--- config.mk ---
export PLATFORM = sky130hd
export DESIGN_NAME = crc8_frame_checker_unit
export DESIGN_NICKNAME = d
export VERILOG_FILES = /design/src/crc8fc_pkg.sv /design/src/crc8_frame_checker_unit.sv
export VERILOG_INCLUDE_DIRS = /design/src /design/src/src
export SDC_FILE = /design/constraint.sdc
export NUM_CORES = 1
export LEC_CHECK = 0
export ABC_AREA = 1
export BUFFER_PORTS_ARGS = -buffer_cell sky130_fd_sc_hd__buf_2
export CORE_AREA = 3 3 154 156
export DETAILED_ROUTE_END_ITERATION = 8
export DIE_AREA = 0 0 157 159
export PLACE_DENSITY_LB_ADDON = 0.12
export REMOVE_ABC_BUFFERS = 1
export SLEW_MARGIN = 40
export SYNTH_ARGS = -nofsm -noshare
export SYNTH_HDL_FRONTEND = slang
export SYNTH_SLANG_ARGS = --single-unit
--- constraint.sdc ---
create_clock -name clk -period 3.8 [get_ports clk]
set_input_delay 0 -clock clk [delete_from_list [all_inputs] [get_ports clk]]
set_output_delay 0 -clock clk [all_outputs]
set_load 0.01 [all_outputs]
--- src/crc8_frame_checker_unit_assert.svh ---
// assertion macros used by the rtl file crc8_frame_checker_unit.sv
`ifndef CRC8_FRAME_CHECKER_UNIT_ASSERT_SVH
`define CRC8_FRAME_CHECKER_UNIT_ASSERT_SVH

// same-cycle implication, sampled on clk and off while rst_n is low
`define CRC8FC_ASSERT_NOW(label, ante, cons, msg) \
    label: assert property (@(posedge clk) disable iff (!rst_n) (ante) |-> (cons)) \
        else $error(msg);

// next-cycle implication
`define CRC8FC_ASSERT_NEXT(label, ante, cons, msg) \
    label: assert property (@(posedge clk) disable iff (!rst_n) (ante) |=> (cons)) \
        else $error(msg);

`endif

--- src/crc8fc_pkg.sv ---
`timescale 1ns / 1ps
`default_nettype none

package crc8fc_pkg;

    localparam logic [7:0] CRC_POLY   = 8'h07;
    localparam logic [7:0] CHAR_L     = 8'h4C;
    localparam logic [7:0] CHAR_M     = 8'h4D;
    localparam logic [7:0] CHAR_H     = 8'h48;
    localparam logic [7:0] CHAR_R     = 8'h52;
    localparam logic [7:0] CHAR_D     = 8'h44;
    localparam logic [7:0] IMU_CMD    = 8'd11;
    localparam logic [8:0] IMU_OFFSET = 9'd180;
    localparam logic [7:0] MIN_COUNT  = 8'd3;
    localparam logic [7:0] COUNT_MAX  = 8'd255;
    localparam int         HEAD_DEPTH = 7;

    typedef enum logic [1:0] {
        ST_INVALID = 2'd0,
        ST_REPLY   = 2'd1,
        ST_IMU     = 2'd2,
        ST_VALID   = 2'd3
    } frame_status_t;

    typedef struct packed {
        frame_status_t      status;
        logic signed [8:0]  imu_first;
        logic signed [8:0]  imu_second;
        logic signed [8:0]  imu_third;
        logic signed [7:0]  imu_fourth;
    } result_t;

    // crc-8, msb first, one byte per call
    function automatic logic [7:0] crc8_update(input logic [7:0] crc, input logic [7:0] b);
        logic [7:0] c;
        c = crc ^ b;
        for (int k = 0; k < 8; k++)
        begin
            if (c[7])
                c = {c[6:0], 1'b0} ^ CRC_POLY;
            else
                c = {c[6:0], 1'b0};
        end
        return c;
    endfunction

endpackage

`default_nettype wire

--- src/crc8_frame_checker_unit.sv ---
// channel  dir  tdata                                     tuser              tlast
// s        in   [7:0] rx_byte                             -                  frame_end
// m        out  [8:0] imu_first [17:9] imu_second         [1:0] frame_status -
//               [26:18] imu_third [34:27] imu_fourth
//
// one byte is taken per cycle while s_tready is high; frame state updates in the same cycle
// the final byte of a frame yields one result, registered in the output slot, or in the skid slot while m stalls
// an output register plus a skid register keep input flowing while m stalls
// s_tready drops only when both output slots hold results
// rst_n clears frame state and both output slots; no clearing pass is needed
`timescale 1ns / 1ps
`default_nettype none
`include "crc8_frame_checker_unit_assert.svh"

module crc8_frame_checker_unit #(
    parameter int MAX_FRAME = 64
) (
    input  wire logic        clk,
    input  wire logic        rst_n,
    input  wire logic        s_tvalid,
    output logic             s_tready,
    input  wire logic [7:0]  s_tdata,   // [7:0] rx_byte
    input  wire logic        s_tlast,
    output logic             m_tvalid,
    input  wire logic        m_tready,
    output logic [39:0]      m_tdata,   // imu_first, imu_second, imu_third, imu_fourth, zero pad
    output logic [1:0]       m_tuser    // [1:0] frame_status
);

    localparam logic [7:0] MAX_FRAME_B = 8'(MAX_FRAME);

    logic [7:0] running_crc_reg, running_crc_next;
    logic [7:0] byte_count_reg, byte_count_next;
    logic [7:0] previous_byte_reg, previous_byte_next;
    logic [7:0] second_previous_byte_reg, second_previous_byte_next;
    logic [7:0] head_bytes_reg [crc8fc_pkg::HEAD_DEPTH];
    logic [7:0] head_bytes_next [crc8fc_pkg::HEAD_DEPTH];
    logic       overflow_reg, overflow_next;

    logic                  out_valid_reg, skid_valid_reg;
    crc8fc_pkg::result_t   out_data_reg, skid_data_reg;
    crc8fc_pkg::result_t   result;

    logic s_accept;
    logic produce;
    logic frame_ok;

    assign s_tready = !skid_valid_reg;
    assign s_accept = s_tvalid && s_tready;
    assign produce  = s_accept && s_tlast;

    // head bytes with this transaction's byte merged in
    always_comb
    begin
        for (int i = 0; i < crc8fc_pkg::HEAD_DEPTH; i++)
        begin
            if (byte_count_reg == 8'(i))
                head_bytes_next[i] = s_tdata;
            else
                head_bytes_next[i] = head_bytes_reg[i];
        end
    end

    always_comb
    begin
        overflow_next = overflow_reg || (byte_count_reg >= MAX_FRAME_B);
        running_crc_next = crc8fc_pkg::crc8_update(running_crc_reg, s_tdata);
        second_previous_byte_next = previous_byte_reg;
        previous_byte_next = s_tdata;
        if (byte_count_reg != crc8fc_pkg::COUNT_MAX)
            byte_count_next = byte_count_reg + 8'd1;
        else
            byte_count_next = byte_count_reg;
    end

    always_comb
    begin
        frame_ok = (byte_count_reg >= crc8fc_pkg::MIN_COUNT) && !overflow_next
                   && (head_bytes_next[0] == crc8fc_pkg::CHAR_L)
                   && (second_previous_byte_reg == crc8fc_pkg::CHAR_M)
                   && (previous_byte_reg == crc8fc_pkg::CHAR_H)
                   && (running_crc_reg == s_tdata);
        result = '0;
        if (!frame_ok)
            result.status = crc8fc_pkg::ST_INVALID;
        else if (head_bytes_next[1] == crc8fc_pkg::CHAR_R)
            result.status = crc8fc_pkg::ST_REPLY;
        else if ((head_bytes_next[1] == crc8fc_pkg::CHAR_D)
                 && (head_bytes_next[2] == crc8fc_pkg::IMU_CMD))
        begin
            result.status     = crc8fc_pkg::ST_IMU;
            result.imu_first  = {1'b0, head_bytes_next[3]} - crc8fc_pkg::IMU_OFFSET;
            result.imu_second = {1'b0, head_bytes_next[4]} - crc8fc_pkg::IMU_OFFSET;
            result.imu_third  = {1'b0, head_bytes_next[5]} - crc8fc_pkg::IMU_OFFSET;
            result.imu_fourth = head_bytes_next[6];
        end
        else
            result.status = crc8fc_pkg::ST_VALID;
    end

    // frame state
    always_ff @(posedge clk or negedge rst_n)
    begin
        if (!rst_n)
        begin
            running_crc_reg          <= '0;
            byte_count_reg           <= '0;
            previous_byte_reg        <= '0;
            second_previous_byte_reg <= '0;
            overflow_reg             <= 1'b0;
            for (int i = 0; i < crc8fc_pkg::HEAD_DEPTH; i++)
                head_bytes_reg[i] <= '0;
        end
        else if (s_accept)
        begin
            if (s_tlast)
            begin
                running_crc_reg          <= '0;
                byte_count_reg           <= '0;
                previous_byte_reg        <= '0;
                second_previous_byte_reg <= '0;
                overflow_reg             <= 1'b0;
                for (int i = 0; i < crc8fc_pkg::HEAD_DEPTH; i++)
                    head_bytes_reg[i] <= '0;
            end
            else
            begin
                running_crc_reg          <= running_crc_next;
                byte_count_reg           <= byte_count_next;
                previous_byte_reg        <= previous_byte_next;
                second_previous_byte_reg <= second_previous_byte_next;
                overflow_reg             <= overflow_next;
                for (int i = 0; i < crc8fc_pkg::HEAD_DEPTH; i++)
                    head_bytes_reg[i] <= head_bytes_next[i];
            end
        end
    end

    // output register with skid slot
    always_ff @(posedge clk or negedge rst_n)
    begin
        if (!rst_n)
        begin
            out_valid_reg  <= 1'b0;
            skid_valid_reg <= 1'b0;
        end
        else if (out_valid_reg && !m_tready)
        begin
            if (produce)
                skid_valid_reg <= 1'b1;
        end
        else if (skid_valid_reg)
        begin
            out_valid_reg  <= 1'b1;
            skid_valid_reg <= 1'b0;
        end
        else
            out_valid_reg <= produce;
    end

    always_ff @(posedge clk)
    begin
        if (out_valid_reg && !m_tready)
        begin
            if (produce)
                skid_data_reg <= result;
        end
        else if (skid_valid_reg)
            out_data_reg <= skid_data_reg;
        else if (produce)
            out_data_reg <= result;
    end

    assign m_tvalid = out_valid_reg;
    assign m_tuser  = out_data_reg.status;
    assign m_tdata  = {5'b0, out_data_reg.imu_fourth, out_data_reg.imu_third,
                       out_data_reg.imu_second, out_data_reg.imu_first};

    `CRC8FC_ASSERT_NOW(a_skid_behind_out, skid_valid_reg, out_valid_reg,
        "skid slot full while output slot empty")
    `CRC8FC_ASSERT_NEXT(a_stall_fills_skid, produce && out_valid_reg && !m_tready,
        skid_valid_reg, "result lost while output stalled")
    `CRC8FC_ASSERT_NEXT(a_frame_state_cleared, produce,
        byte_count_reg == 8'd0 && running_crc_reg == 8'd0 && !overflow_reg,
        "frame state not cleared after final byte")
    `CRC8FC_ASSERT_NOW(a_imu_zero_otherwise,
        m_tvalid && m_tuser != crc8fc_pkg::ST_IMU, m_tdata == 40'd0,
        "imu fields nonzero outside imu status")
    `CRC8FC_ASSERT_NOW(a_overflow_count, overflow_reg, byte_count_reg >= MAX_FRAME_B,
        "overflow flag set on a short count")

endmodule

`default_nettype wire

==> reports/results.ini, run 1 <==
[setup_path]
startpoint_type=flip-flop
arrival_ns=3.06
worstSetupPathType=reg2reg
crit_required_ns=4.08
cp-end-kind=flip-flop
cp_max_fo=32

[layout]
area_growth_pct=14.7
n_fill_cell=2258
final_util_pct=40.8
fin_nets=978
drive_above_1_share_pct=11.9
largest_reg_flops=56
diodes=0

[sta]
max_freq_ghz=0.359
setup_violations=0
setup_slack_ns=1.01
post-route-min-period_ns=2.79
tightest_slew_ns=0.724
drv_slew=0
skew_ns=0.0124
min_period_over_period_pct=73.3
rsz0062_at_grt=false
setup_tns_ns=0
max_slew_margin_pct=51.7
finalHoldViolCount=0

[clock_network]
clk_path_buf_depth=2
cts_tree=built
cts_sinks=165
path_clk_slew_ns=0.06
cts_buffers=17
cts_resized=0
root_buffer=clkbuf_16
cts_max_level=4
clock_latency_ns=0.43

[synth]
avgSynthCellArea_um2=8.81
syn_area_um2=8000
synth_seq_area_share_pct=56.2
yosysUniqueCellTypes=37
ys_seq_elements=165
ys_warn_count=0
synthCells=908

[route]
ant_nets=0
wl_per_cell_um=15.2
first_pass_iters=4
vias_per_cell=4.76
vias=5964
drtIter0Drc=336
wirelength_um=19000
drc=0

[floorplanning]
die-area_um2=25000
dieHeight_um=159
num_rows=55
fp.dieW_um=157
design.core.area_um2=22500
ios=57
initial_core_util_pct=35.6

[pwr]
power_density_nw_per_um2=569
peakVddDrop_uv=342
p_int_w=0.00353
clock_power_share_pct=33.2
seq_power_share_pct=41.6
p_total_w=0.00522
sw_frac_of_total_pct=32.3
p_switching_w=0.00169
pwr-share-comb_pct=25.2
p_leak_nw=4.25

[grt]
grt_usage_pct=16.0
grt_pass1_vias=5902
grt_max_degree=75
gr-total-overflow=0
grt_pass1_wl_um=31500
antenna_found_initial=0

[placement]
pre_cts_slack_ns=1.01
io_buffer_count=51
gp_routability_congestion=0.760
dp.final_hpwl_um=12400

[job]
drv_cap=0

[run_status]
outcome=completed

[worst_hold_path]
hp-class=in2reg

[per-layer routing]
layer / track usage [%] / share of wire, % / up-vias
met4: 3.98 / 1.1 / 0
met1: 22.9 / 50 / 2838
li1: - / - / 3022
met2: 24.5 / 45 / 86
met5: 0 / 0 / -
met3: 3.70 / 4.1 / 18
[power by group through the flow]
| stage | clock (W) | combinational, W | sequential [W] |
|---|---|---|---|
| floorplan | 0 | 0.000967 | 0.00220 |
| global placement | 0 | 0.00132 | 0.00220 |
| detailed placement | 0 | 0.00133 | 0.00220 |
| CTS | 0.00178 | 0.00133 | 0.00217 |
| global route | 0.00185 | 0.00152 | 0.00220 |
| finish | 0.00173 | 0.00132 | 0.00217 |
[through the flow]
step / cells / hold WS, ns / instance area (µm²)
after CTS: 1253 / 0.0318 / 9180
after floorplan: 868 / -0.296 / 7790
after detailed placement: 1218 / 0.0438 / 8570
final: 1253 / 0.0329 / 9180
after global placement: 1216 / 0.180 / 8530
after global routing: 1253 / 0.0531 / 9180
[cell type report]
cell class	count	area, µm²	share of cell area (%)
clock inverter	10	123	1.34
tap	285	357	3.88
inverter	137	514	5.60
timing repair buffer	68	437	4.76
clock buffer	22	454	4.95
sequential	165	4500	49.0
multi-input combinational	566	2800	30.5
[cells by family (layout without fill, tap and decap cells)]
| kind of cell | after synthesis | in the layout | share of synthesized area, % |
|---|---|---|---|
| other | 1 | 5 | 0.0469 |
| buffers and inverters | 181 | 237 | 9.19 |
| XOR/XNOR | 25 | 25 | 2.74 |
| adder cells (fa/ha/maj) | 10 | 10 | 1.56 |
| flip-flops | 165 | 165 | 56.2 |
| AND/OR/NAND/NOR | 341 | 341 | 17.8 |
| AO/OA/AOI/OAI | 185 | 185 | 12.4 |
[critical path: stages, from the launching register on]
cell and delay [ns]:
dfrtp_1 0.39, nor2_1 0.22, nand2_4 0.23, nor2_8 0.26
nand2_1 0.07, o21ai_0 0.10, nand2_1 0.08, nor2_1 0.21
nand3_2 0.17, nor2_4 0.16, buf_4 0.39, nand3_1 0.16
a21oi_1 0.16
[cells in the mapped netlist (all sizes together)]
master	count	area [µm²]
nand2	219	837
a31oi	4	25.0
nor2	82	357
nand3	25	140
or2	2	12.5
dfrtp	91	2280
xnor2	13	114
xor2	12	105
nor3	4	20.0
a211oi	1	7.51
o211ai	1	7.51
conb	1	3.75
a22o	4	35.0
inv	136	510
nand3b	1	7.51
ha	10	125
o21ai	105	529
a221oi	1	8.76
edfxtp	74	2220
buf	13	105
a21oi	44	220
o22ai	21	131
clkinv	1	3.75
clkbuf	31	116
nand4	8	50.1
o31ai	4	30.0
[layout by cell type (no fill, tap or decap), types with 13 or more instances in the layout]
cell type / count
nand2_1: 215
inv_1: 132
o21ai_0: 94
dfrtp_1: 91
nor2_1: 74
edfxtp_1: 74
buf_2: 50
a21oi_1: 44
nand3_1: 22
o22ai_1: 21
clkbuf_16: 17
xnor2_1: 13
[what timing repair did]
action                    in CTS  in global routing
hold endpoints to repair      67                  0
hold buffers                   3                  0
setup buffers                  0                  0
[worst paths after layout]
path	from	endpoint	slack, ns	cells past startpoint
max	byte_count_reg[7]	m_tdata[14]	1.01	12
min	s_tdata[0]	previous_byte_reg[0]	0.03	3
max reg2reg	byte_count_reg[7]	m_tdata[14]	1.01	12
min reg2reg	head_bytes_reg[31]	head_bytes_reg[31]	0.49	2
max in group asynchronous	rst_n	running_crc_reg[0]	2.86	3
min in group asynchronous	rst_n	byte_count_reg[7]	0.10	2
No activity file was read; power rests on OpenSTA's default activity.
==> run 2, diff against run 1 <==
- clock period: 3.8 -> 2.7 ns (I/O delays scaled with it)
==> reports/results.ini, run 2 (synthesis gave the netlist of run 1 again) <==
[grt]
grt_max_degree=75
antenna_found_initial=0
grt_use_met2_pct=23.5
grt_pass1_wl_um=30900
grt_use_met3_pct=2.69
grt_use_met1_pct=22.8
grt_usage_pct=15.6
grt_pass1_vias=5795
gr-total-overflow=0
grt_busiest_layer=met2

[layout]
register_area_um2=4500
diodes=0
drive_above_1_share_pct=14.1
fin_nets=991
final_cell_mix=nand2_1 (214), inv_1 (132), o21ai_0 (93), dfrtp_1 (89), edfxtp_1 (74)
largest_reg_flops=56
layout_commonest_cell=nand2_1
n_fill_cell=2249
area_growth_pct=16.4
multiInputGateArea_um2=2840
final_util_pct=41.4

[pwr]
seq_power_share_pct=41.1
p_int_w=0.00509
peakVddDrop_uv=421
power_density_nw_per_um2=801
pwr-share-comb_pct=25.9
sw_frac_of_total_pct=31.8
p_switching_w=0.00238
clock_power_share_pct=33.1
p_leak_nw=4.33

[job]
drv_cap=0

[placement]
io_buffer_count=51
gp_routability_congestion=0.795
pre_cts_slack_ns=0.119
dp.final_hpwl_um=12100

[setup_path]
crit_required_ns=2.85
startpoint_type=flip-flop
worstSetupPathType=reg2reg
cp-end-kind=flip-flop
arrival_ns=2.59
cp_max_fo=6

[floorplanning]
fp.dieW_um=157
die-area_um2=25000
design.core.area_um2=22500
initial_core_util_pct=35.6
num_rows=55
ios=57
dieHeight_um=159

[clock_network]
cts_sinks=165
clock_latency_ns=0.42
cts_max_level=4
clk_path_buf_depth=2
root_buffer=clkbuf_16
cts_buffers=17
path_clk_slew_ns=0.06
cts_tree=built

[route]
drc=0
drtIter0Drc=331
vias_per_cell=4.73
first_pass_iters=4
wl_per_cell_um=14.9
ant_nets=0
wirelength_um=18900
vias=5992

[sta]
drv_slew=0
max_slew_margin_pct=51.1
tightest_slew_ns=0.734
skew_ns=0.00819
min_period_over_period_pct=90.5
max_freq_ghz=0.409
post-route-min-period_ns=2.44
setup_violations=0
timing.hold.ws_ns=0.0476
finalHoldViolCount=0
rsz0062_at_grt=false
setup_slack_ns=0.256

[run_status]
outcome=completed

[worst_hold_path]
hp-class=in2reg

==> run 2: cell count changes in the layout (fill, tap and decap cells not counted), sizes merged <==
cell	before	now
bufinv	2	3
nor2	82	83
buf	65	76
clkbuf	22	19
nand2	219	220
clkinvlp	3	4
inv	139	137
clkinv	3	6
==> run 2: metal layers <==
layer  vias to the layer above  part of all wire (%)
li1                       3055                     -
met1                      2826                    51
met3                        20                   3.1
met5                         -                     0
met4                         0                   1.8
met2                        91                    44
==> run 2: timing repair <==
item,4_1_cts,5_1_grt
buffers inserted,0,1
gates resized for setup,0,11
hold endpoints to repair,45,0
setup endpoints to repair,0,37
hold buffers,3,0
==> run 2: metrics by stage <==
| step | setup TNS, ns | area [µm²] | cells | total power (W) |
|---|---|---|---|---|
| 6_report | 0 | 9310 | 1266 | 0.00746 |
| 3_5_place_dp | 0 | 8640 | 1228 | 0.00504 |
| 2_1_floorplan | -347.66 | 7790 | 868 | 0.00446 |
| 4_1_cts | 0 | 9260 | 1263 | 0.00752 |
| 5_1_grt | 0 | 9310 | 1266 | 0.00794 |
| 3_3_place_gp | 0 | 8640 | 1228 | 0.00503 |
==> run 2: path summary, 6_finish.rpt <==
path / startpoint / endpoint / slack (ns) / cells past startpoint
setup / recovery: byte_count_reg[0] / m_tdata[17] / 0.26 / 14
hold / removal: s_tdata[7] / head_bytes_reg[39] / 0.05 / 5
setup reg to reg: byte_count_reg[0] / m_tdata[17] / 0.26 / 14
hold reg to reg: head_bytes_reg[31] / head_bytes_reg[31] / 0.49 / 2
max in group asynchronous: rst_n / byte_count_reg[0] / 1.92 / 3
min in group asynchronous: rst_n / running_crc_reg[5] / 0.10 / 2
==> run 2: critical path, cell delays in order (launching register included) <==
cell and delay, ns:
dfrtp_2 0.45, inv_1 0.09, ha_1 0.22, nand3_2 0.16
nor2_2 0.20, nand2_1 0.07, nand2_1 0.15, inv_1 0.09
ha_1 0.22, nor2_1 0.11, nand2_1 0.08, a21oi_1 0.13
inv_1 0.05, nand2_1 0.09, a21oi_1 0.07
==> run 2: cell type report <==
| cell class | count | share of cell area, % |
|---|---|---|
| clock inverters | 13 | 1.69 |
| repair buffers | 79 | 5.51 |
| multi-input cells | 568 | 30.5 |
| well taps | 285 | 3.83 |
| clock buffers | 19 | 4.65 |
| inverters | 137 | 5.52 |
| flip-flops and latches | 165 | 48.3 |
==> run 2: power by group through the flow <==
stage	combinational, W	clock [W]	sequential (W)
5_1_grt	0.00220	0.00264	0.00310
3_5_place_dp	0.00193	0	0.00311
6_report	0.00193	0.00247	0.00306
2_1_floorplan	0.00136	0	0.00310
4_1_cts	0.00194	0.00252	0.00306
3_3_place_gp	0.00192	0	0.00311
==> run 3, diff against run 2 <==
- clock period: 2.7 -> 2.6 ns (I/O delays scaled with it)
==> reports/results.ini, run 3 (synthesis gave the netlist of run 1 again) <==
[pwr]
peakVddDrop_uv=474
p_leak_nw=4.35
power_density_nw_per_um2=818
p_total_w=0.00768

[floorplanning]
fp.dieW_um=157
die-area_um2=25000
design.core.area_um2=22500
ios=57
dieHeight_um=159
num_rows=55
initial_core_util_pct=35.6

[layout]
largest_reg_flops=56
layout_commonest_cell=nand2_1
diodes=0
drive_above_1_share_pct=14.7
fin_nets=999
n_fill_cell=2257
area_growth_pct=17.3
final_util_pct=41.7
final_cell_mix=nand2_1 (214), inv_1 (132), o21ai_0 (93), dfrtp_1 (90), edfxtp_1 (74)

[clock_network]
root_buffer=clkbuf_16
cts_tree=built
path_clk_slew_ns=0.07
cts_max_level=4
clock_latency_ns=0.43
cts_sinks=165
clk_path_buf_depth=2
cts_buffers=17

[placement]
io_buffer_count=51
pre_cts_slack_ns=0.0582
dp.final_hpwl_um=12300
gp_routability_congestion=0.794

[sta]
skew_ns=0.00730
setup_violations=0
max_slew_margin_pct=50.7
timing.hold.ws_ns=0.0329
finalHoldViolCount=0
min_period_over_period_pct=92.5
rsz0062_at_grt=true
post-route-min-period_ns=2.41
max_freq_ghz=0.416
tightest_slew_ns=0.739
setup_slack_ns=0.195
drv_slew=0

[grt]
grt_max_degree=75
grt_usage_pct=15.8
gr-total-overflow=0
grt_pass1_vias=5923
grt_pass1_wl_um=31200
antenna_found_initial=0

[route]
wirelength_um=19200
ant_nets=0
drc=0
vias=6054
wl_per_cell_um=15.1
drtIter0Drc=329
first_pass_iters=4
vias_per_cell=4.75

[setup_path]
crit_required_ns=2.87
startpoint_type=flip-flop
worstSetupPathType=reg2reg
reg2reg_depth=12
arrival_ns=2.68
cp_max_fo=21
cp-end-kind=flip-flop

[job]
drv_cap=0

[worst_hold_path]
whs_path_depth=3
hp-class=in2reg

[run_status]
outcome=completed

-- run 3: changes by cell type in the layout (fill, tap and decap cells not counted), sizes merged --
cell and delta:
bufinv -2, clkinv +2, nor2 +1, buf +7
-- run 3: timing repair --
action                                  4_1_cts  5_1_grt
gates resized for setup                       0       17
buffers inserted                              0        2
endpoints found under the setup margin        0       52
endpoints found under the hold margin        49        0
hold buffers                                  3        0
-- run 3: power by group --
group	internal [W]	leakage, nW	switching [W]
logic	0.000799	2.16	0.00132
clock network	0.00133	0.257	0.00106
registers	0.00303	1.93	0.000140
total	0.00516	4.35	0.00251
-- run 3: through the flow --
stage               cells  area, µm²  TNS, ns
floorplan             868       7790  -364.16
global placement     1234       8700        0
detailed placement   1234       8700        0
CTS                  1269       9280        0
global route         1274       9390   -0.117
finish               1274       9390        0
-- run 3: final cells by class --
cell class | count | area [µm²] | area share (%)
Clock inverter | 13 | 109 | 1.16
Tap cell | 285 | 357 | 3.80
Inverter | 137 | 514 | 5.48
Clock buffer | 19 | 443 | 4.72
Sequential cell | 165 | 4500 | 48.0
Multi-Input combinational cell | 569 | 2880 | 30.7
Timing Repair Buffer | 86 | 578 | 6.16
-- run 3: per-layer routing --
layer | wire length (µm) | GRT usage [%]
met1 | 9510 | 22.4
met2 | 8610 | 24.3
met5 | 0 | 0
met4 | 358 | 4.78
met3 | 760 | 3.29
-- run 3: path summary, 6_finish.rpt --
check	slack, ns	start	end
min in group asynchronous	0.06	rst_n	running_crc_reg[3]
max in group asynchronous	1.83	rst_n	second_previous_byte_reg[4]
worst min-delay path	0.03	s_tdata[0]	previous_byte_reg[0]
worst min register to register	0.48	head_bytes_reg[15]	head_bytes_reg[15]
worst max register to register	0.19	byte_count_reg[4]	m_tdata[9]
worst max-delay path	0.19	byte_count_reg[4]	m_tdata[9]
-- run 3: critical path, cell delays in order, from the launching register on --
cell,delay (ns)
dfrtp_1,0.44
nor2_4,0.23
nand2_8,0.16
nor2_4,0.23
o21ai_0,0.13
nor2_1,0.17
nand2_1,0.06
nor2_1,0.12
nand2_1,0.10
nor2_4,0.15
buf_12,0.19
nand2_1,0.09
a21oi_1,0.16
